File: config.mk
export PLATFORM = sky130hd
export DESIGN_NAME = gm3_window
export DESIGN_NICKNAME = d
export VERILOG_FILES = /design/src/rtl/core/gm3_pkg.sv /design/src/rtl/core/gm3_window.sv
export SDC_FILE = /design/constraint.sdc
export NUM_CORES = 1
export LEC_CHECK = 0
export ABC_AREA = 0
export BUFFER_PORTS_ARGS = -buffer_cell sky130_fd_sc_hd__buf_2
export CAP_MARGIN = 10
export CORE_MARGIN = 4
export CORE_UTILIZATION = 60
export DETAILED_ROUTE_END_ITERATION = 8
export PLACE_DENSITY = 0.8
export RECOVER_POWER = 25
export SKIP_LAST_GASP = 1
export SYNTH_ARGS = -nofsm -noshare
export SYNTH_HDL_FRONTEND = slang
export SYNTH_SLANG_ARGS = --single-unit
File: constraint.sdc
create_clock -name clk -period 8.3 [get_ports clk]
set_clock_uncertainty 0.15 [all_clocks]
set_input_delay 0.83 -clock clk [delete_from_list [all_inputs] [get_ports clk]]
set_output_delay 0.83 -clock clk [all_outputs]
set_load 0.02 [all_outputs]
File: src/rtl/core/gm3_pkg.sv
package gm3_pkg;

	// Defaults for the top-level parameters
	localparam int MAX_WIDTH_DEF   = 1024;
	localparam int SAMPLE_BITS_DEF = 8;

	// Register file
	localparam int PADDR_W   = 3;
	localparam int PDATA_W   = 32;
	localparam int FW_W      = 11;
	localparam int FH_W      = 13;
	localparam int FW_RESET  = 640;
	localparam int FH_RESET  = 480;

	typedef enum logic {
		REG_FRAME_WIDTH  = 1'b0,
		REG_FRAME_HEIGHT = 1'b1
	} reg_idx_t;

	// Frame geometry
	localparam int ROW_W      = 12;
	localparam int MAX_HEIGHT = 4096;
	localparam int MIN_SIZE   = 3;

	// Stream payloads
	localparam int S_TDATA_W = 8;
	localparam int M_TDATA_W = 16;
	localparam int OUT_W     = 12;
	localparam int OUT_MAX   = 4095;

	// Magnitude scale: root of 256*(sx^2+sy^2) divided by this
	localparam int DIVISOR   = 6;
	localparam int FRAC_SHIFT = 8;

	typedef enum logic [2:0] {
		ST_IDLE,
		ST_RMW,
		ST_MAG,
		ST_WAIT,
		ST_OUT
	} core_state_t;

	typedef enum logic [2:0] {
		MG_IDLE,
		MG_SQ,
		MG_SUM,
		MG_ROOT,
		MG_DIV,
		MG_DONE
	} mag_state_t;

endpackage

File: src/rtl/core/gm3_window.sv
module gm3_window import gm3_pkg::*; #(
	parameter int SAMPLE_BITS = SAMPLE_BITS_DEF
) (
	input  logic                          clk,
	input  logic                          arst_n,
	input  logic                          shift,
	input  logic [SAMPLE_BITS-1:0]        up2,
	input  logic [SAMPLE_BITS-1:0]        up1,
	input  logic [SAMPLE_BITS-1:0]        smp,
	output logic signed [SAMPLE_BITS+2:0] sx,
	output logic signed [SAMPLE_BITS+2:0] sy
);

	localparam int SW = SAMPLE_BITS + 3;

	// win_q[row*3+col], row 0 on top, col 0 on the left
	logic [SAMPLE_BITS-1:0] win_q [9];
	logic [SW-1:0]          e [9];

	always_ff @(posedge clk or negedge arst_n) begin
		if (!arst_n) begin
			for (int i = 0; i < 9; i++) begin
				win_q[i] <= '0;
			end
		end else if (shift) begin
			for (int k = 0; k < 3; k++) begin
				win_q[k*3]   <= win_q[k*3+1];
				win_q[k*3+1] <= win_q[k*3+2];
			end
			win_q[2] <= up2;
			win_q[5] <= up1;
			win_q[8] <= smp;
		end
	end

	always_comb begin
		for (int i = 0; i < 9; i++) begin
			e[i] = SW'(win_q[i]);
		end
	end

	// Right minus left, bottom minus top
	assign sx = $signed(e[2] - e[0] + e[5] - e[3] + e[8] - e[6]);
	assign sy = $signed(e[6] - e[0] + e[7] - e[1] + e[8] - e[2]);

endmodule

# Word level (Yosys, flattened, before mapping)
# Cells that the tools add are included.
dict set report totals {
  word_cells 19
  out_inout_bits 22
  regBits 72
  input_bits 27
}
dict set report classes {
  add_sub_neg 10
}
# cell count
set op_table {}
lappend op_table {{$add 11x8->11} 2}
lappend op_table {{$sub 10x9->11} 2}
lappend op_table {{$sub 11x8->11} 2}
lappend op_table {{$add 9x9->10} 2}
lappend op_table {{$sub 8x8->9} 2}

# Depth between registers and ports, before layout
# Gate-level depths: netlist (run 1).
dict set report logic_depth {
  depth_word 5
  depth_mapped 17
  depth_no_buf 17
}

# Worst setup path before layout (run 1)
# OpenSTA, ideal clock, no wires.
dict set report synth_timing {
  path_type {reg2out}
  startpoint {register win_q (netlist bit e[66])}
  endpoint {output port sx[10]}
  path_buffers 0
  arrival_time_ns 3.541
  path_slack_ns 3.779
  required_ns 7.320
  stages_incl_launch_ff 17
  path_cell_list {dfrtp_1 -> inv_1 -> ha_1 -> inv_1 -> fa_1 -> a21o_1 -> nand4_1 -> nand2_1 -> or3_1 -> a21oi_1 -> ha_1 -> ha_1 -> ha_1 -> a21boi_1 -> o21a_1 -> o32ai_1 -> xor2_1}
}
dict set report synth_between {
  elab_chain_cells 5
}
# element line_no
set synth_rtl {}
lappend synth_rtl {{start: declaration} gm3_window.sv:17} ;# logic [SAMPLE_BITS-1:0] win_q [9];
lappend synth_rtl {{start signal: indexed assignment} gm3_window.sv:27} ;# win_q[k*3] <= win_q[k*3+1];
lappend synth_rtl {{start signal: indexed assignment} gm3_window.sv:28} ;# win_q[k*3+1] <= win_q[k*3+2];
lappend synth_rtl {{$sub 8x8->9} gm3_window.sv:43} ;# assign sx = $signed(e[2] - e[0] + e[5] - e[3] + e[8] - e[6]);
lappend synth_rtl {{$add 9x9->10} gm3_window.sv:43}
lappend synth_rtl {{$sub 10x9->11} gm3_window.sv:43}
lappend synth_rtl {{$add 11x8->11} gm3_window.sv:43}
lappend synth_rtl {{$sub 11x8->11} gm3_window.sv:43}
lappend synth_rtl {{end: declaration} gm3_window.sv:10} ;# output logic signed [SAMPLE_BITS+2:0] sx,
# Every way passes these cells.

# Worst setup path after layout (run 1)
# Ends and elaborated chain as after synthesis.

==> run summary, run 1 <==
Status: complete, but fails checks
Failing checks: capacitance limit, slew limit
Final Hold Vio Count: 0
Post-cts gate resize count: 0
Peak Freq: 195 MHz
Crit-path max FO: 5
I/O Pins: 49
Data arrival, critical path: 4.16 ns
Initial antenna violation count: 0
Top-area cell type share of the netlist area: 33.1%
Final wirelength: 10100 µm
MaxCap Viol Count: 1
Vias in the first global route: 3807
Synth Flop Type: dfrtp_1
Largest net degree at the start of global routing: 98
# setup viols final: 0
GRT overflow: 0
H-tree depth: 3
Post-synth cell types: 42
Placed Area: 5780 µm²
Routed len/inst: 14.8 µm
WP data required: 7.32 ns
Initial Util: 62.1%
Syn_nets: 643
Core area: 8760 µm²
Dpl hpwl: 8010 µm
Clock buffer depth: 2
Clk Latency, worst-skew pair: 0.36 ns
Hold-fix buffer count after cts: 0
Rows: 34
TritonRoute pass-1 iters: 4
Worst Tran Pin Value: 3.77 ns
Total CTS buffers: 9
Antenna diodes: 0
Final Max Tran Viols: 73
Number of setup buffers added after CTS: 0
Final instance area: 6000 µm²
Setup repair after global routing missed its margin: no
Synthesized area per cell: 10.4 µm²
Setup Crit Path Kind: register to primary output
Die area: 10700 µm²
Clock slew seen by the registers of the worst setup and hold paths: 0.08 ns
Drt drc: 0
Yosys top cell by area: dfrtp_1
Fin nets: 692
Critical path endpoint category: primary output
Routed via count: 3640
Clk root buf: clkbuf_8
Via density: 5.31
First-iteration detailed-routing DRC count: 183
Port bufs: 48
Crit start category: register
Path category of the worst min-delay check: register to register
CTS tree: yes
Minimum clock period: 5.14 ns
Cells after synthesis: 524
DRT antenna net count: 0
Post-synth EDFFs: 0
GRT Util Overall: 21.4%
First-pass GRT wire length: 17600 µm
FF+latch count, synth: 72
Max-slew headroom: -151%
Tcrit/Tclk final: 61.9%
Synth async-reset ratio: 100%
Max FFs per register: 72
Dominant cells by area after synthesis: dfrtp_1 33%, fa_1 18%, mux2_1 9.7%
Syn-to-layout area delta: 10.4%
# clock sinks: 72
Synth Cell Area: 5440 µm²
Ys Warns: 0
Fraction of final layout cells sized beyond drive strength 1: 11.8%
Placer Congestion: 0.810
DIE WIDTH: 103 µm
Final TNS setup: 0 ns
Die height: 103 µm
Sequential-to-total area share from yosys stat: 33.1%
-- placed cells by master (no fill, tap or decap), types with 3 or more instances in the layout --
cell type / n
fa_1: 50
nor3_1: 5
nor2_1: 13
a21oi_1: 12
or3_1: 4
nand3_1: 4
xor2_1: 9
o21a_1: 6
dfrtp_1: 72
a31oi_1: 4
mux2_1: 47
inv_1: 120
clkbuf_8: 9
o21ai_0: 4
nand2_1: 33
buf_2: 47
xnor2_1: 16
nand2b_1: 3
nor2b_1: 5
o211ai_1: 4
a21o_1: 4
o2111ai_1: 3
ha_1: 42
o21ai_1: 31
-- critical path: stages, from the launching register on --
cell,delay [ns]
dfrtp_1,0.38
inv_1,0.11
ha_1,0.19
inv_1,0.05
fa_1,0.39
a21o_1,0.19
nand4_1,0.08
nand2_1,0.09
or3_1,0.31
a21oi_1,0.19
ha_1,0.27
ha_1,0.30
ha_1,0.25
a21oi_1,0.18
nand2_1,0.09
o32ai_1,0.36
xor2_1,0.18
buf_2,0.18
-- through the flow --
step / util (%) / hold WS (ns) / cells / setup slack, ns
5_1_grt: 68.5 / 0.361 / 686 / 2.91
6_report: 68.5 / 0.340 / 686 / 3.16
2_1_floorplan: - / 0.302 / 524 / 3.78
3_5_place_dp: 66.0 / 0.322 / 670 / 3.60
3_3_place_gp: 66.0 / 0.312 / 670 / 3.72
4_1_cts: 68.6 / 0.342 / 686 / 3.18
-- logic make-up (layout without fill, tap and decap cells) --
family,count (synthesis),in the layout,synth area share (%)
buffers and inverters,131,185,9.04
adders and majority gates,92,92,28.1
and+or+nand+nor,80,80,7.25
AOI/OAI and AO/OA,76,76,8.58
DFF,72,72,33.1
muxes,48,48,9.91
xor gates and xnor gates,25,25,4.03
-- Yosys cell counts (all sizes together), types with 3 or more instances --
cell	number
clkbuf	4
xor2	9
o211ai	4
ha	42
fa	50
a31oi	4
nand2b	3
nor2	13
nand3	4
nor3	5
o21a	6
mux2	47
buf	7
o21ai	35
nand2	33
a21o	4
inv	120
nor2b	6
dfrtp	72
xnor2	16
a21oi	12
o2111ai	4
or3	4
-- cell type report --
cell class	instances	area, µm²
Timing Repair Buffer	49	246
Inverter	120	450
Fill cell	666	2760
Multi-Input combinational cell	321	3150
Clock buffer	9	124
Sequential cell	72	1800
Tap cell	108	135
Clock inverter	7	101
-- final timing paths --
kind	startpoint	to	slack (ns)	cells after the start
worst max-delay path	e[66]	sx[10]	3.16	17
worst min-delay path	e[51]	e[62]	0.34	1
worst max register to register	e[67]	e[67]	7.22	1
worst min register to register	e[51]	e[62]	0.34	1
max in group asynchronous	arst_n	e[66]	4.17	2
min in group asynchronous	arst_n	e[39]	1.71	2
-- routing by layer --
| metal | vias to the layer above | share of wire [%] | GRT usage [%] | wire, µm |
|---|---|---|---|---|
| met5 | - | 0 | 0 | 0 |
| met4 | 0 | 1.4 | 5.88 | 144 |
| met3 | 11 | 2.9 | 2.88 | 298 |
| met2 | 59 | 50 | 35.9 | 5090 |
| met1 | 1791 | 45 | 29.5 | 4590 |
| li1 | 1779 | - | - | - |
Power of run 1 is left out: the tool's default activity adds up to more than one toggle a clock period on the data nets, which glitch-free logic cannot reach.
==> inputs of run 2 (changes only) <==
==> constraint.sdc (replaced) <==
create_clock -name clk -period 5 [get_ports clk]
set_clock_uncertainty 0.15 [all_clocks]
set_input_delay 0.5 -clock clk [delete_from_list [all_inputs] [get_ports clk]]
set_output_delay 0.5 -clock clk [all_outputs]
set_load 0.02 [all_outputs]
==> run 2 against run 1 <==
Sequential share of layout area is essentially flat. Global-route usage about the same. The run still ends with capacitance limit, slew limit left. First-iteration DRC count shrank 26%. Clock-buffer cell count unchanged. Non-clock buffer count did not move. Die area stayed put. Worst hold slack got worse by 0.14 ns.
==> run summary, run 2 (synthesis gave the netlist of run 1 again) <==
Fillcell total: 657 (-1.4%)
Slowest-stage cell, CP: dfrtp_1
Fin nets: 692 (unchanged)
Vias in the first global route: 3787 (-0.53%)
Post-cts gate resize count: 0 (unchanged)
Final TNS setup: 0 ns (unchanged)
Data arrival, critical path: 4.08 ns (-0.08 ns)
# clock sinks: 72 (unchanged)
Dpl hpwl: 8070 µm (+0.80%)
MaxCap Viol Count: 1 (unchanged)
Commonest cells after routing, fill and taps aside: 120 x inv_1, 72 x dfrtp_1, 49 x fa_1
CTS tree: yes
First-pass GRT wire length: 17600 µm (-0.23%)
Rows: 34 (unchanged)
Initial antenna violation count: 0 (unchanged)
Clock slew seen by the registers of the worst setup and hold paths: 0.09 ns (about the same)
CP peak stage delay: 0.39 ns (about the same)
Max-slew headroom: -153% (-2.0 points)
Max FFs per register: 72 (unchanged)
Worst Tran Pin Value: 3.79 ns (+0.0296 ns)
Path category of the worst min-delay check: input port to register
Failing checks: capacitance limit, slew limit
Status: complete, but fails checks
Syn-to-layout area delta: 10.2%
Worst path cell trace: inv_1 -> ha_1 -> inv_1 -> fa_1 -> a21o_1 -> nand4_1 -> nand2_1 -> or3_1 -> a21oi_1 -> ha_1 -> ha_1 -> ha_1 -> a21boi_1 -> o21a_1 -> o32ai_2 -> xor2_1 -> buf_2
Final wirelength: 10200 µm (+0.70%)
Die area: 10700 µm² (unchanged)
Fraction of final layout cells sized beyond drive strength 1: 12.3% (+0.52 points)
Drt drc: 0 (unchanged)
GRT overflow: 0 (unchanged)
GRT Util Overall: 21.4% (about the same)
Initial Util: 62.1% (unchanged)
H-tree depth: 3 (unchanged)
Final Max Tran Viols: 73 (unchanged)
Number of setup buffers added after CTS: 0 (unchanged)
Core area: 8760 µm² (unchanged)
Antenna diodes: 0 (unchanged)
DRT antenna net count: 0 (unchanged)
Total CTS buffers: 9 (unchanged)
Largest net degree at the start of global routing: 98 (unchanged)
Most common cell after layout, fill and taps aside: inv_1
Clk root buf: clkbuf_8
Routed via count: 3683 (+1.2%)
Minimum clock period: 4.73 ns
Setup repair after global routing missed its margin: no
Top cell by count, worst path: ha_1
First-iteration detailed-routing DRC count: 135 (-26%)
Via density: 5.37 (+1.2%)
Final Hold Vio Count: 0 (unchanged)
Port bufs: 48 (unchanged)
Peak Freq: 212 MHz
Clk Latency, worst-skew pair: 0.36 ns (about the same)
Clock buffer depth: 2 (unchanged)
Setup crit start: e[66]
# setup viols final: 0 (unchanged)
WP data required: 4.35 ns (-2.97 ns)
RR Startpoint: e[67]
I/O Pins: 49 (unchanged)
HP Start: smp[1]
Crit-path max FO: 3 (-2)
Critical path endpoint category: primary output
Setup Crit Path Kind: register to primary output
Routed len/inst: 14.9 µm (+0.70%)
Tcrit/Tclk final: 94.5%
Die height: 103 µm (unchanged)
DIE WIDTH: 103 µm (unchanged)
Crit start category: register
TritonRoute pass-1 iters: 4 (unchanged)
Hold-fix buffer count after cts: 0 (unchanged)
Placer Congestion: 0.810 (about the same)
-- run 2: changes by cell type in the layout (fill, tap and decap cells not counted) --
| cell | previous run | this run |
|---|---|---|
| clkinvlp_4 | 1 | 3 |
| bufinv_16 | 2 | 1 |
| clkinv_2 | 1 | 0 |
| fa_1 | 50 | 49 |
| fa_2 | 0 | 1 |
| inv_6 | 2 | 3 |
| inv_8 | 1 | 0 |
| o21ai_1 | 31 | 30 |
| o21ai_2 | 0 | 1 |
| o32ai_1 | 1 | 0 |
| o32ai_2 | 0 | 1 |
-- run 2: through the flow --
step	cells	util, %	hold WS (ns)	instance area [µm²]	setup WS (ns)
4_1_cts	686	68.3	0.177	5990	0.199
3_3_place_gp	670	66.0	0.312	5780	0.749
5_1_grt	686	68.4	0.184	6000	0.00947
2_1_floorplan	524	-	0.0544	5440	0.809
3_5_place_dp	670	66.0	0.326	5780	0.614
6_report	686	68.4	0.198	6000	0.273
-- run 2: area by class of cell --
cell class                      count  area [µm²]  share of cell area [%]
Clock inverter                      7        78.8                    1.31
Tap cell                          108         135                    2.25
Inverter                          120         450                    7.51
Sequential cell                    72        1800                    30.1
Clock buffer                        9         124                    2.07
Multi-Input combinational cell    321        3160                    52.7
Timing Repair Buffer               49         246                    4.11
-- run 2: path summary, 6_finish.rpt --
kind | slack (ns) | to | cells after the start
max in group asynchronous | 1.18 | e[35] | 2
worst min-delay path | 0.20 | e[1] | 3
worst min register to register | 0.34 | e[44] | 1
min in group asynchronous | 1.39 | e[39] | 2
worst max register to register | 3.95 | e[67] | 1
worst max-delay path | 0.27 | sx[10] | 17
-- run 2: layer usage --
metal | wire length [µm] | share of wire (%) | GRT usage (%)
met5 | 0 | 0 | 0
met4 | 125 | 1.2 | 5.88
met3 | 288 | 2.8 | 3.49
met2 | 5090 | 50 | 35.7
met1 | 4690 | 46 | 29.4
-- run 2: worst max-delay path, delay by kind of cell, from the launching register on --
family | cells | cell delay, ns
AOI/OAI and AO/OA | 5 | 0.86
xor gates and xnor gates | 1 | 0.17
adders and majority gates | 5 | 1.48
buffers and inverters | 3 | 0.34
DFF | 1 | 0.39
and+or+nand+nor | 3 | 0.48
Power of run 2 is left out for the same reason.
