File: src/rtl/core/gm3_pkg.sv
package gm3_pkg;

	// Defaults for the top-level parameters
	localparam int MAX_WIDTH_DEF   = 1024;
	localparam int SAMPLE_BITS_DEF = 8;

	// Register file
	localparam int PADDR_W   = 3;
	localparam int PDATA_W   = 32;
	localparam int FW_W      = 11;
	localparam int FH_W      = 13;
	localparam int FW_RESET  = 640;
	localparam int FH_RESET  = 480;

	typedef enum logic {
		REG_FRAME_WIDTH  = 1'b0,
		REG_FRAME_HEIGHT = 1'b1
	} reg_idx_t;

	// Frame geometry
	localparam int ROW_W      = 12;
	localparam int MAX_HEIGHT = 4096;
	localparam int MIN_SIZE   = 3;

	// Stream payloads
	localparam int S_TDATA_W = 8;
	localparam int M_TDATA_W = 16;
	localparam int OUT_W     = 12;
	localparam int OUT_MAX   = 4095;

	// Magnitude scale: root of 256*(sx^2+sy^2) divided by this
	localparam int DIVISOR   = 6;
	localparam int FRAC_SHIFT = 8;

	typedef enum logic [2:0] {
		ST_IDLE,
		ST_RMW,
		ST_MAG,
		ST_WAIT,
		ST_OUT
	} core_state_t;

	typedef enum logic [2:0] {
		MG_IDLE,
		MG_SQ,
		MG_SUM,
		MG_ROOT,
		MG_DIV,
		MG_DONE
	} mag_state_t;

endpackage

File: src/rtl/core/gm3_magnitude.sv
module gm3_magnitude import gm3_pkg::*; #(
	parameter int SAMPLE_BITS = SAMPLE_BITS_DEF
) (
	input  logic                          clk,
	input  logic                          arst_n,
	input  logic                          start,
	input  logic signed [SAMPLE_BITS+2:0] sx,
	input  logic signed [SAMPLE_BITS+2:0] sy,
	output logic                          done,
	output logic [OUT_W-1:0]              grad
);

	localparam int SW     = SAMPLE_BITS + 3;
	localparam int SQ_W   = 2 * SAMPLE_BITS + 4;
	localparam int SUM_W  = SQ_W + 1;
	localparam int ROOT_W = SAMPLE_BITS + 7;
	localparam int RAD_W  = 2 * ROOT_W;
	localparam int REM_W  = ROOT_W + 1;
	localparam int CNT_W  = $clog2(ROOT_W);
	localparam int QW     = (ROOT_W > OUT_W) ? ROOT_W : OUT_W;

	// Division by the constant: rounded-up reciprocal, three guard bits past the root width
	localparam int DIV_SHIFT = ROOT_W + 3;
	localparam int RCP_W     = DIV_SHIFT - 1;
	localparam int PROD_W    = ROOT_W + DIV_SHIFT;
	localparam logic [RCP_W-1:0] RECIP =
		RCP_W'(((64'd1 << DIV_SHIFT) + 64'(DIVISOR) - 64'd1) / 64'(DIVISOR));

	mag_state_t state_q, state_d;

	logic signed [SW-1:0]   sx_q, sy_q;
	logic signed [2*SW-1:0] px, py;
	logic [SQ_W-1:0]        sqx_q, sqy_q;
	logic [SUM_W-1:0]       sum;
	logic [RAD_W-1:0]       rad_q;
	logic [REM_W-1:0]       rem_q;
	logic [ROOT_W-1:0]      root_q, quo_q;
	logic [CNT_W-1:0]       cnt_q;
	logic                   last_step;

	logic [REM_W+1:0]       rem_t, trial, diff;
	logic                   ge;
	logic [PROD_W-1:0]      prod;
	logic [QW-1:0]          quo_ext;

	assign px  = sx_q * sx_q;
	assign py  = sy_q * sy_q;
	assign sum = SUM_W'(sqx_q) + SUM_W'(sqy_q);

	// One root bit per cycle: bring down two radicand bits, try 4*root+1
	assign rem_t = {rem_q, rad_q[RAD_W-1 -: 2]};
	assign trial = (REM_W+2)'({root_q, 2'b01});
	assign ge    = (rem_t >= trial);
	assign diff  = rem_t - trial;

	// Quotient by six: multiply by the reciprocal, drop the low bits
	assign prod = PROD_W'(root_q) * PROD_W'(RECIP);

	assign last_step = (cnt_q == CNT_W'(ROOT_W - 1));

	always_comb begin
		state_d = state_q;
		case (state_q)
			MG_IDLE: if (start) state_d = MG_SQ;
			MG_SQ:   state_d = MG_SUM;
			MG_SUM:  state_d = MG_ROOT;
			MG_ROOT: if (last_step) state_d = MG_DIV;
			MG_DIV:  state_d = MG_DONE;
			MG_DONE: state_d = MG_IDLE;
			default: state_d = MG_IDLE;
		endcase
	end

	always_comb begin
		case (state_q)
			MG_DONE: done = 1'b1;
			default: done = 1'b0;
		endcase
	end

	always_ff @(posedge clk or negedge arst_n) begin
		if (!arst_n) begin
			state_q <= MG_IDLE;
			cnt_q   <= '0;
		end else begin
			state_q <= state_d;
			if (state_q == MG_ROOT && !last_step) begin
				cnt_q <= cnt_q + 1'b1;
			end else begin
				cnt_q <= '0;
			end
		end
	end

	always_ff @(posedge clk) begin
		case (state_q)
			MG_IDLE: begin
				if (start) begin
					sx_q <= sx;
					sy_q <= sy;
				end
			end
			MG_SQ: begin
				sqx_q <= px[SQ_W-1:0];
				sqy_q <= py[SQ_W-1:0];
			end
			MG_SUM: begin
				rad_q  <= RAD_W'({sum, {FRAC_SHIFT{1'b0}}});
				rem_q  <= '0;
				root_q <= '0;
			end
			MG_ROOT: begin
				rad_q  <= rad_q << 2;
				rem_q  <= ge ? diff[REM_W-1:0] : rem_t[REM_W-1:0];
				root_q <= {root_q[ROOT_W-2:0], ge};
			end
			MG_DIV: begin
				quo_q <= prod[DIV_SHIFT +: ROOT_W];
			end
			default: ;
		endcase
	end

	assign quo_ext = QW'(quo_q);
	assign grad    = (quo_ext > QW'(OUT_MAX)) ? OUT_W'(OUT_MAX) : OUT_W'(quo_ext);

endmodule

File: config.mk
export PLATFORM = sky130hd
export DESIGN_NAME = gm3_magnitude
export DESIGN_NICKNAME = d
export VERILOG_FILES = /design/src/rtl/core/gm3_pkg.sv /design/src/rtl/core/gm3_magnitude.sv
export SDC_FILE = /design/constraint.sdc
export NUM_CORES = 1
export LEC_CHECK = 0
export ABC_AREA = 0
export BUFFER_PORTS_ARGS = -buffer_cell sky130_fd_sc_hd__buf_4
export CORE_ASPECT_RATIO = 0.75
export CORE_MARGIN = 1
export CORE_UTILIZATION = 60
export CTS_BUF_LIST = sky130_fd_sc_hd__clkbuf_2 sky130_fd_sc_hd__clkbuf_4 sky130_fd_sc_hd__clkbuf_8
export DETAILED_ROUTE_END_ITERATION = 16
export PLACE_DENSITY = 0.84
export SYNTH_ARGS = -nofsm -noshare
export SYNTH_HDL_FRONTEND = slang
export SYNTH_SLANG_ARGS = --single-unit
File: constraint.sdc
create_clock -name clk -period 5.4 [get_ports clk]
set_input_delay 1.08 -clock clk [delete_from_list [all_inputs] [get_ports clk]]
set_output_delay 1.08 -clock clk [all_outputs]
set_load 0.01 [all_outputs]
# Yosys cells after proc, flatten, opt, wreduce, memory -nomap -nowiden

Index checks and enable logic that the tools add are counted.

Add/subtract/negate cells: 3
$mul: 3
Divide/modulo/power cells: 0
$lt $le $gt $ge: 2
Eq/ne operators: 8
Shift operators: 0
Multiplexer cells: 10
Bitwise gates (word level): 0
Reduce and logical (&&, ||, !) cells: 6

Operators by type and width:

| kind                                                                               | number |
|---|---|
| 30-bit case mux with 2 select lines                                                | 1 |
| 11-bit by 11-bit multiplier with 20-bit output                                     | 2 |
| 16-bit case mux with 2 select lines                                                | 1 |
| 15-bit by 16-bit multiplier with 31-bit output (second input constant)             | 1 |
| 15-bit case mux with 2 select lines                                                | 1 |
| 20-bit by 20-bit adder with 21-bit output                                          | 1 |
| 18-bit by 17-bit >= comparator with 1-bit output                                   | 1 |
| 16-bit two-way mux                                                                 | 1 |
| 16-bit subtractor                                                                  | 1 |
| 3-bit case mux with 5 select lines                                                 | 1 |
| 13-bit by 12-bit greater-than comparator with 1-bit output (second input constant) | 1 |
| 12-bit two-way mux                                                                 | 1 |
| 3-bit by 2-bit == test with 1-bit output (second input constant)                   | 2 |
| 3-bit == test (second input constant)                                              | 2 |
| 3-bit two-way mux                                                                  | 2 |
| 4-bit by 1-bit adder with 4-bit output (second input constant)                     | 1 |
| 4-bit == test (second input constant)                                              | 1 |
| 4-bit two-way mux                                                                  | 1 |
| 2-bit != test (second input constant)                                              | 2 |
| 2-bit AND reduction                                                                | 2 |
| 3-bit by 1-bit == test with 1-bit output (second input constant)                   | 1 |
| 3-bit zero test                                                                    | 1 |
| 2-bit nonzero test                                                                 | 1 |
| 1-bit logical AND                                                                  | 1 |
| 2 further kinds                                                                    | 2 |

Bits in registers: 143
Bits in latches: 0
Bits in writable memories: 0
Bits in read-only memories: 0
Output and inout bits: 13
Word-level logic and storage cells: 42
Memories: 0

# Logic depth before layout (Yosys ltp)

Gate-level depths: netlist of run 1.

Word-level depth: 4
Depth in mapped cells: 22

# Least setup slack after synthesis of run 1

Ideal clock, no wire load.

Path kind: register -> register
Start: register root_q[11]
End: register quo_q[10] (netlist: quo_ext[10]), data pin
Library setup time: 0.262 ns
Arrival: 5.253 ns
Data required time: 5.138 ns
Setup slack: -0.116 ns
Stages on the path, launching flop included: 19
Buffers on the path: 0
Cells stage by stage: edfxtp_1 > ha_1 > inv_1 > fa_1 > inv_1 > fa_1 > fa_1 > fa_1 > fa_1 > ha_1 > a211oi_1 > o21ai_0 > nor3_1 > a21oi_1 > o21ai_2 > o221ai_2 > a31oi_2 > o21bai_1 > xor2_1

Cells in the longest elaborated chain, start to end: 1

RTL lines:

| element                                        | line                 | RTL |
|---|---|---|
| start: declaration                             | gm3_magnitude.sv:37  | `logic [ROOT_W-1:0] root_q, quo_q;` |
| start signal: assignment                       | gm3_magnitude.sv:115 | `root_q <= {root_q[ROOT_W-2:0], ge};` |
| 15-bit by 16-bit multiplier with 31-bit output | gm3_magnitude.sv:57  | `assign prod = PROD_W'(root_q) * PROD_W'(RECIP);` |
| named net prod[28]                             | gm3_magnitude.sv:43  | `logic [PROD_W-1:0] prod;` |
| end signal: assignment                         | gm3_magnitude.sv:118 | `quo_q <= prod[DIV_SHIFT +: ROOT_W];` |
| end: declaration                               | gm3_magnitude.sv:37  |  |

The timed path passes the listed nets, and every way through them passes these cells.
A chain may end at the register's enable or synchronous reset.

# Worst setup path in the final report of run 1

Start: register root_q[14]
End: register quo_q[10] (netlist: quo_ext[10]), data pin

Same word-level chain as after synthesis.

==> run summary, run 1 <==
status: complete, no violations
Core ar.: 28200 sq um
Post-DRT Antenna Nets: 0
slew margin rel.: 0.309
Req. time, crit path: 5.65 ns
Yosys top cell by area: fa_1
non-filler cells, final: 2216
DIE AREA: 29600 sq um
critical path arrival: 5.56 ns
Initial Utilization: 0.615
Core Util, Final: 0.693
drt first pass iters: 5
smallest hold slack: 0.401 ns
largest net degree at the start of global routing: 54
FF+latch count, synth: 133
share of flip-flops with an asynchronous set or reset: 0.0526
Placement Cell Area: 18600 sq um
hold_buf cts: 0
DPL Wire Length: 27.7 mm
Root Buffer: clkbuf_8
clk sinks: 133
Synth top area share: 0.281
CTS Buf Count: 17
Worst Hold Class: in2async
sequential-to-total area share from yosys stat: 0.228
FF-to-FF End: quo_ext[10]$_DFFE_PP_
Final Instance Area: 19500 sq um
Die Ht: 149 microns
clock-pin slew on the worst setup and hold paths: 0.10 ns
final hold violations: 0
Synth area leaders: fa_1 28%, edfxtp_1 22%, ha_1 16%, inv_1 8.4%, xnor2_1 3.9%
Top Ports: 38
1st-iter DRT viols: 668
syn_nets: 2178
distinct cell type count after synthesis: 64
Crit Path Max Fanout: 4
Die W: 198 microns
ANT cells: 0
RSZ-0062 raised after global routing: yes
nets: 2314
CP Class: reg2reg
GPL Wtd Cong: 0.890
Rows: 53
worst slew pin tran: 1.04 ns
reg-to-reg slack, setup: 0.09 ns
DRC: 0
GR Util All Layers: 0.245
WL/cell: 15.8 microns
Syn-to-layout area delta: 12.7%
via count: 11907
Avg Vias per Cell: 5.37
Fillers: 1958
I/O Buffers: 37
Mapped Cells: 1682
worst r2r path cells: 18
first-pass GRT wire length: 57.5 mm
Tcrit/Tclk final: 0.984
most common cell in the netlist: inv_1
worst r2r src: root_q[14]$_SDFFCE_PN0P_
Cell Count Post-Placement: 2153
antenna violations before repair: 0
Syn. warnings: 0
Final Skew: 0.0209 ns
max-slew violations: 0
clk_lat worst skew: 0.48 ns
Commonest cells post-synth: 386 x inv_1, 243 x fa_1, 228 x ha_1
Final min period: 5.31 ns
Max Fclk: 188 MHz
H-tree levels: 4
Post-synth EDFFs: 126
Setup crit start kind: register
Routed Wire Length: 35.1 mm
top flip-flop cell by instance count after synthesis: edfxtp_1
Critical Path End Type: register
fraction of layout instances using a drive strength above 1: 0.150
total gr overflow: 0
final setup fails: 0
clock tree buffer depth: 2
Synth Cell Area: 17300 sq um
Synth Area per Inst: 10.3 sq um
TritonCTS clock tree: yes
max-cap violation count: 0
vias in the first global route: 12786
==> registers in the layout, summed over array words and instances (netlist names) <==
name / cells
sqx_q: 19
quo_ext: 13
root_q: 15
cnt_q: 4
rad_q: 22
sqy_q: 19
sy_q: 11
rem_q: 16
state_q: 3
sx_q: 11
==> layer usage <==
metal  GRT usage  part of all wire  vias to the layer above
li1            -                 -                     5626
met1       0.309              0.41                     5932
met2       0.438              0.52                      264
met3      0.0393             0.039                       85
met4      0.0694             0.027                        0
met5           0                 0                        -
==> worst max-delay path by stage <==
| stage | start | end | slack, ns | cells after the start |
|---|---|---|---|---|
| final | root_q[14]$_SDFFCE_PN0P_ | quo_ext[10]$_DFFE_PP_ | 0.09 | 18 |
| after global routing | sx_q[4]$_DFFE_PP_ | sqx_q[19]$_DFFE_PP_ | -0.08 | 17 |
| after CTS | root_q[11]$_SDFFCE_PN0P_ | quo_ext[12]$_DFFE_PP_ | 0.003 | 18 |
| after detailed placement | root_q[14]$_SDFFCE_PN0P_ | quo_ext[9]$_DFFE_PP_ | -0.17 | 20 |
| after global placement | root_q[9]$_SDFFCE_PN0P_ | quo_ext[10]$_DFFE_PP_ | -0.05 | 18 |
| after floorplan | root_q[11]$_SDFFCE_PN0P_ | quo_ext[12]$_DFFE_PP_ | -0.02 | 18 |
==> cell type report <==
| type | instances | area [sq um] | share of cell area |
|---|---|---|---|
| flip-flops and latches | 133 | 3960 | 0.203 |
| clock buffers | 18 | 241 | 0.0124 |
| multi-input cells | 1133 | 12100 | 0.622 |
| inverters | 386 | 1450 | 0.0742 |
| well taps | 385 | 482 | 0.0247 |
| repair buffers | 147 | 1110 | 0.0567 |
| clock inverters | 14 | 153 | 0.00781 |
==> worst max-delay path, cell delays in order (launching register included) <==
cell	delay [ns]
edfxtp_1	0.47
ha_1	0.34
inv_1	0.05
fa_1	0.50
inv_2	0.04
fa_1	0.45
fa_1	0.51
fa_1	0.43
fa_1	0.54
ha_4	0.22
a211oi_4	0.27
o21ai_2	0.10
o211ai_1	0.22
a21oi_2	0.08
o21ai_2	0.24
o221ai_4	0.18
a31oi_4	0.21
o21bai_1	0.10
xor2_1	0.14
==> per-stage QoR <==
step	setup WS, ns	TNS, ns
finish	0.0882	0
global route	-0.0798	-0.388
CTS	0.00264	0
detailed placement	-0.172	-0.957
global placement	-0.0494	-0.0686
floorplan	-0.0165	-0.0328
==> what timing repair did <==
item,in CTS,in global routing
pin swaps,3,43
endpoints found under the hold margin,0,0
setup endpoints to repair,10,23
gates resized for setup,11,66
setup buffers,4,27
cloned,0,0
==> kinds of logic (layout without fill, tap and decap cells) <==
family | count (synthesis) | count (layout) | synth area share
xor gates and xnor gates | 107 | 107 | 0.0541
AOI/OAI and AO/OA | 188 | 188 | 0.0720
adders and majority gates | 471 | 471 | 0.445
muxes | 15 | 15 | 0.00873
buffers and inverters | 416 | 565 | 0.0907
and+or+nand+nor | 352 | 352 | 0.101
DFF | 133 | 133 | 0.228
==> cells in the final DEF (no fill, tap or decap), drive strengths merged, types with 22 or more instances in the layout <==
| cell type | count |
|---|---|
| nor2b | 27 |
| or2 | 22 |
| ha | 228 |
| inv | 390 |
| nand2 | 78 |
| a21o | 25 |
| o21ai | 32 |
| xnor2 | 78 |
| a21oi | 64 |
| and2 | 57 |
| xor2 | 29 |
| nor2 | 97 |
| fa | 243 |
| buf | 147 |
| edfxtp | 126 |
Power of run 1 is not shown: default switching activity piles up to over one toggle a cycle in this logic, so the estimate is an artifact.
==> run 2, diff against run 1 <==
Settings changed: CTS_BUF_LIST sky130_fd_sc_hd__clkbuf_2 sky130_fd_sc_hd__clkbuf_4 sky130_fd_sc_hd__clkbuf_8 to sky130_fd_sc_hd__clkbuf_8.
==> run 2 against run 1 <==
Net effect: final area hardly changed; non-clock buffer count unchanged; hold slack barely moved; clock skew hardly changed; utilization barely moved; wire length about the same; via count fell by 0.16%; sequential share of layout area is essentially flat; first-iteration DRC count decreased by 13%; critical endpoint unchanged; final cell count is the same.
==> run summary, run 2 (synthesized netlist as in run 1, its figures left out) <==
status: complete, no violations (unchanged)
Die W: 198 microns (unchanged)
Max Fclk: 188 MHz (about the same)
family with the most delay on the worst path: adder cells (unchanged)
nets: 2314 (unchanged)
I/O Buffers: 37 (unchanged)
ANT cells: 0 (unchanged)
largest registers: rad_q (22), sqx_q (19), sqy_q (19) (unchanged)
slew margin rel.: 0.311 (was 0.309)
final setup fails: 0 (unchanged)
most frequent cells in the layout: 381 x inv_1, 235 x fa_1, 215 x ha_1 (was 380 x inv_1, 235 x fa_1, 215 x ha_1)
reg-to-reg slack, setup: 0.08 ns (was 0.09 ns)
max-slew violations: 0 (unchanged)
critical path arrival: 5.57 ns (was 5.56 ns)
Largest stage delay, worst path: 0.54 ns (about the same)
DRC: 0 (unchanged)
Root Buffer: clkbuf_8 (unchanged)
1st-iter DRT viols: 580 (was 668)
Avg Vias per Cell: 5.36 (was 5.37)
GPL Wtd Cong: 0.890 (unchanged)
Reg with most FFs: rad_q (unchanged)
fraction of layout instances using a drive strength above 1: 0.150 (about the same)
worst slew pin tran: 1.03 ns (was 1.04 ns)
WP buf/inv: 2 (unchanged)
Top Ports: 38 (unchanged)
Post-DRT Antenna Nets: 0 (unchanged)
TritonCTS clock tree: yes (unchanged)
Placement Cell Area: 18600 sq um (unchanged)
Final Instance Area: 19500 sq um (about the same)
WL/cell: 15.8 microns (about the same)
GR Util All Layers: 0.246 (was 0.245)
smallest hold slack: 0.400 ns (was 0.401 ns)
most used cell, CP: fa_1 (unchanged)
Syn-to-layout area delta: 12.7% (about the same)
Final Skew: 0.0208 ns (was 0.0209 ns)
Core Util, Final: 0.693 (about the same)
commonest non-fill, non-tap cell in the layout: inv_1 (unchanged)
clk sinks: 133 (unchanged)
Tcrit/Tclk final: 0.986 (was 0.984)
clk_lat worst skew: 0.48 ns (about the same)
via count: 11888 (was 11907)
total gr overflow: 0 (unchanged)
CP Class: reg2reg (unchanged)
Core ar.: 28200 sq um (unchanged)
Die Ht: 149 microns (unchanged)
Routed Wire Length: 35.1 mm (about the same)
drt first pass iters: 5 (unchanged)
crit-path cells: ha_1 -> inv_1 -> fa_1 -> inv_2 -> fa_1 -> fa_1 -> fa_1 -> fa_1 -> ha_4 -> a211oi_4 -> o21ai_2 -> o211ai_1 -> a21oi_2 -> o21ai_2 -> o221ai_4 -> a31oi_4 -> o21bai_1 -> xor2_1 (unchanged)
antenna violations before repair: 0 (unchanged)
DPL Wire Length: 27.7 mm (unchanged)
CTS Buf Count: 17 (unchanged)
max-cap violation count: 0 (unchanged)
Initial Utilization: 0.615 (unchanged)
Largest register FFs: 22 (unchanged)
final hold violations: 0 (unchanged)
H-tree levels: 4 (unchanged)
clock tree buffer depth: 2 (unchanged)
hold_buf cts: 0 (unchanged)
setup_tns: 0 ns (unchanged)
Worst path slowest cell: fa_1 (unchanged)
Critical Path End Type: register (unchanged)
Req. time, crit path: 5.64 ns (was 5.65 ns)
Rows: 53 (unchanged)
Final min period: 5.32 ns (was 5.31 ns)
vias in the first global route: 12793 (was 12786)
RSZ-0062 raised after global routing: yes (unchanged)
first-pass GRT wire length: 57.5 mm (about the same)
Worst Hold Class: in2async (unchanged)
Setup crit start kind: register (unchanged)
largest net degree at the start of global routing: 54 (unchanged)
clock-pin slew on the worst setup and hold paths: 0.10 ns (about the same)
Crit Path Max Fanout: 4 (unchanged)
DIE AREA: 29600 sq um (unchanged)
==> run 2: cell count changes in the layout (fill, tap and decap cells not counted), sizes merged <==
cell | before | now
inv | 390 | 391
clkbuf | 18 | 17
==> run 2: cell type report <==
type                            instances  area (sq um)
Fill cell                            1956          8650
Timing Repair Buffer                  147          1110
Sequential cell                       133          3960
Inverter                              386          1450
Multi-Input combinational cell       1133         12100
Tap cell                              385           482
Clock buffer                           17           234
Clock inverter                         15           156
==> run 2: path summary, 6_finish.rpt <==
kind,to,startpoint,cells after the start
worst max-delay path,quo_ext[10]$_DFFE_PP_,root_q[14]$_SDFFCE_PN0P_,18
worst min register to register,cnt_q[0]$_DFF_PN0_,cnt_q[0]$_DFF_PN0_,1
min in group clk,cnt_q[0]$_DFF_PN0_,cnt_q[0]$_DFF_PN0_,1
worst max register to register,quo_ext[10]$_DFFE_PP_,root_q[14]$_SDFFCE_PN0P_,18
max in group asynchronous,state_q[1]$_DFFE_PN0P_,arst_n,1
worst min-delay path,cnt_q[3]$_DFF_PN0_,arst_n,1
==> run 2: worst register-to-register path, stage by stage (launching register included) <==
cell      delay, ns
edfxtp_1       0.47
ha_1           0.34
inv_1          0.06
fa_1           0.50
inv_2          0.04
fa_1           0.46
fa_1           0.52
fa_1           0.43
fa_1           0.54
ha_4           0.22
a211oi_4       0.27
o21ai_2        0.10
o211ai_1       0.21
a21oi_2        0.08
o21ai_2        0.24
o221ai_4       0.18
a31oi_4        0.21
o21bai_1       0.10
xor2_1         0.14
==> run 2: metal layers <==
metal	up-vias	share of wire	GRT usage
met2	248	0.52	0.438
met3	81	0.037	0.0393
met4	0	0.027	0.0694
met5	-	0	0
met1	5932	0.42	0.309
li1	5627	-	-
==> run 2: stage by stage <==
stage	instances	worst slack [ns]
6_report	2216	0.0782
5_1_grt	2216	-0.0798
3_3_place_gp	2153	-0.0494
3_5_place_dp	2153	-0.172
2_1_floorplan	1682	-0.0165
4_1_cts	2189	0.00264
==> run 2: what timing repair did <==
| action | in CTS | in global routing |
|---|---|---|
| setup buffers | 4 | 27 |
| setup endpoints to repair | 10 | 23 |
| pin swaps | 3 | 43 |
| resized for setup | 11 | 66 |
Power of run 2 is left out for the same reason.
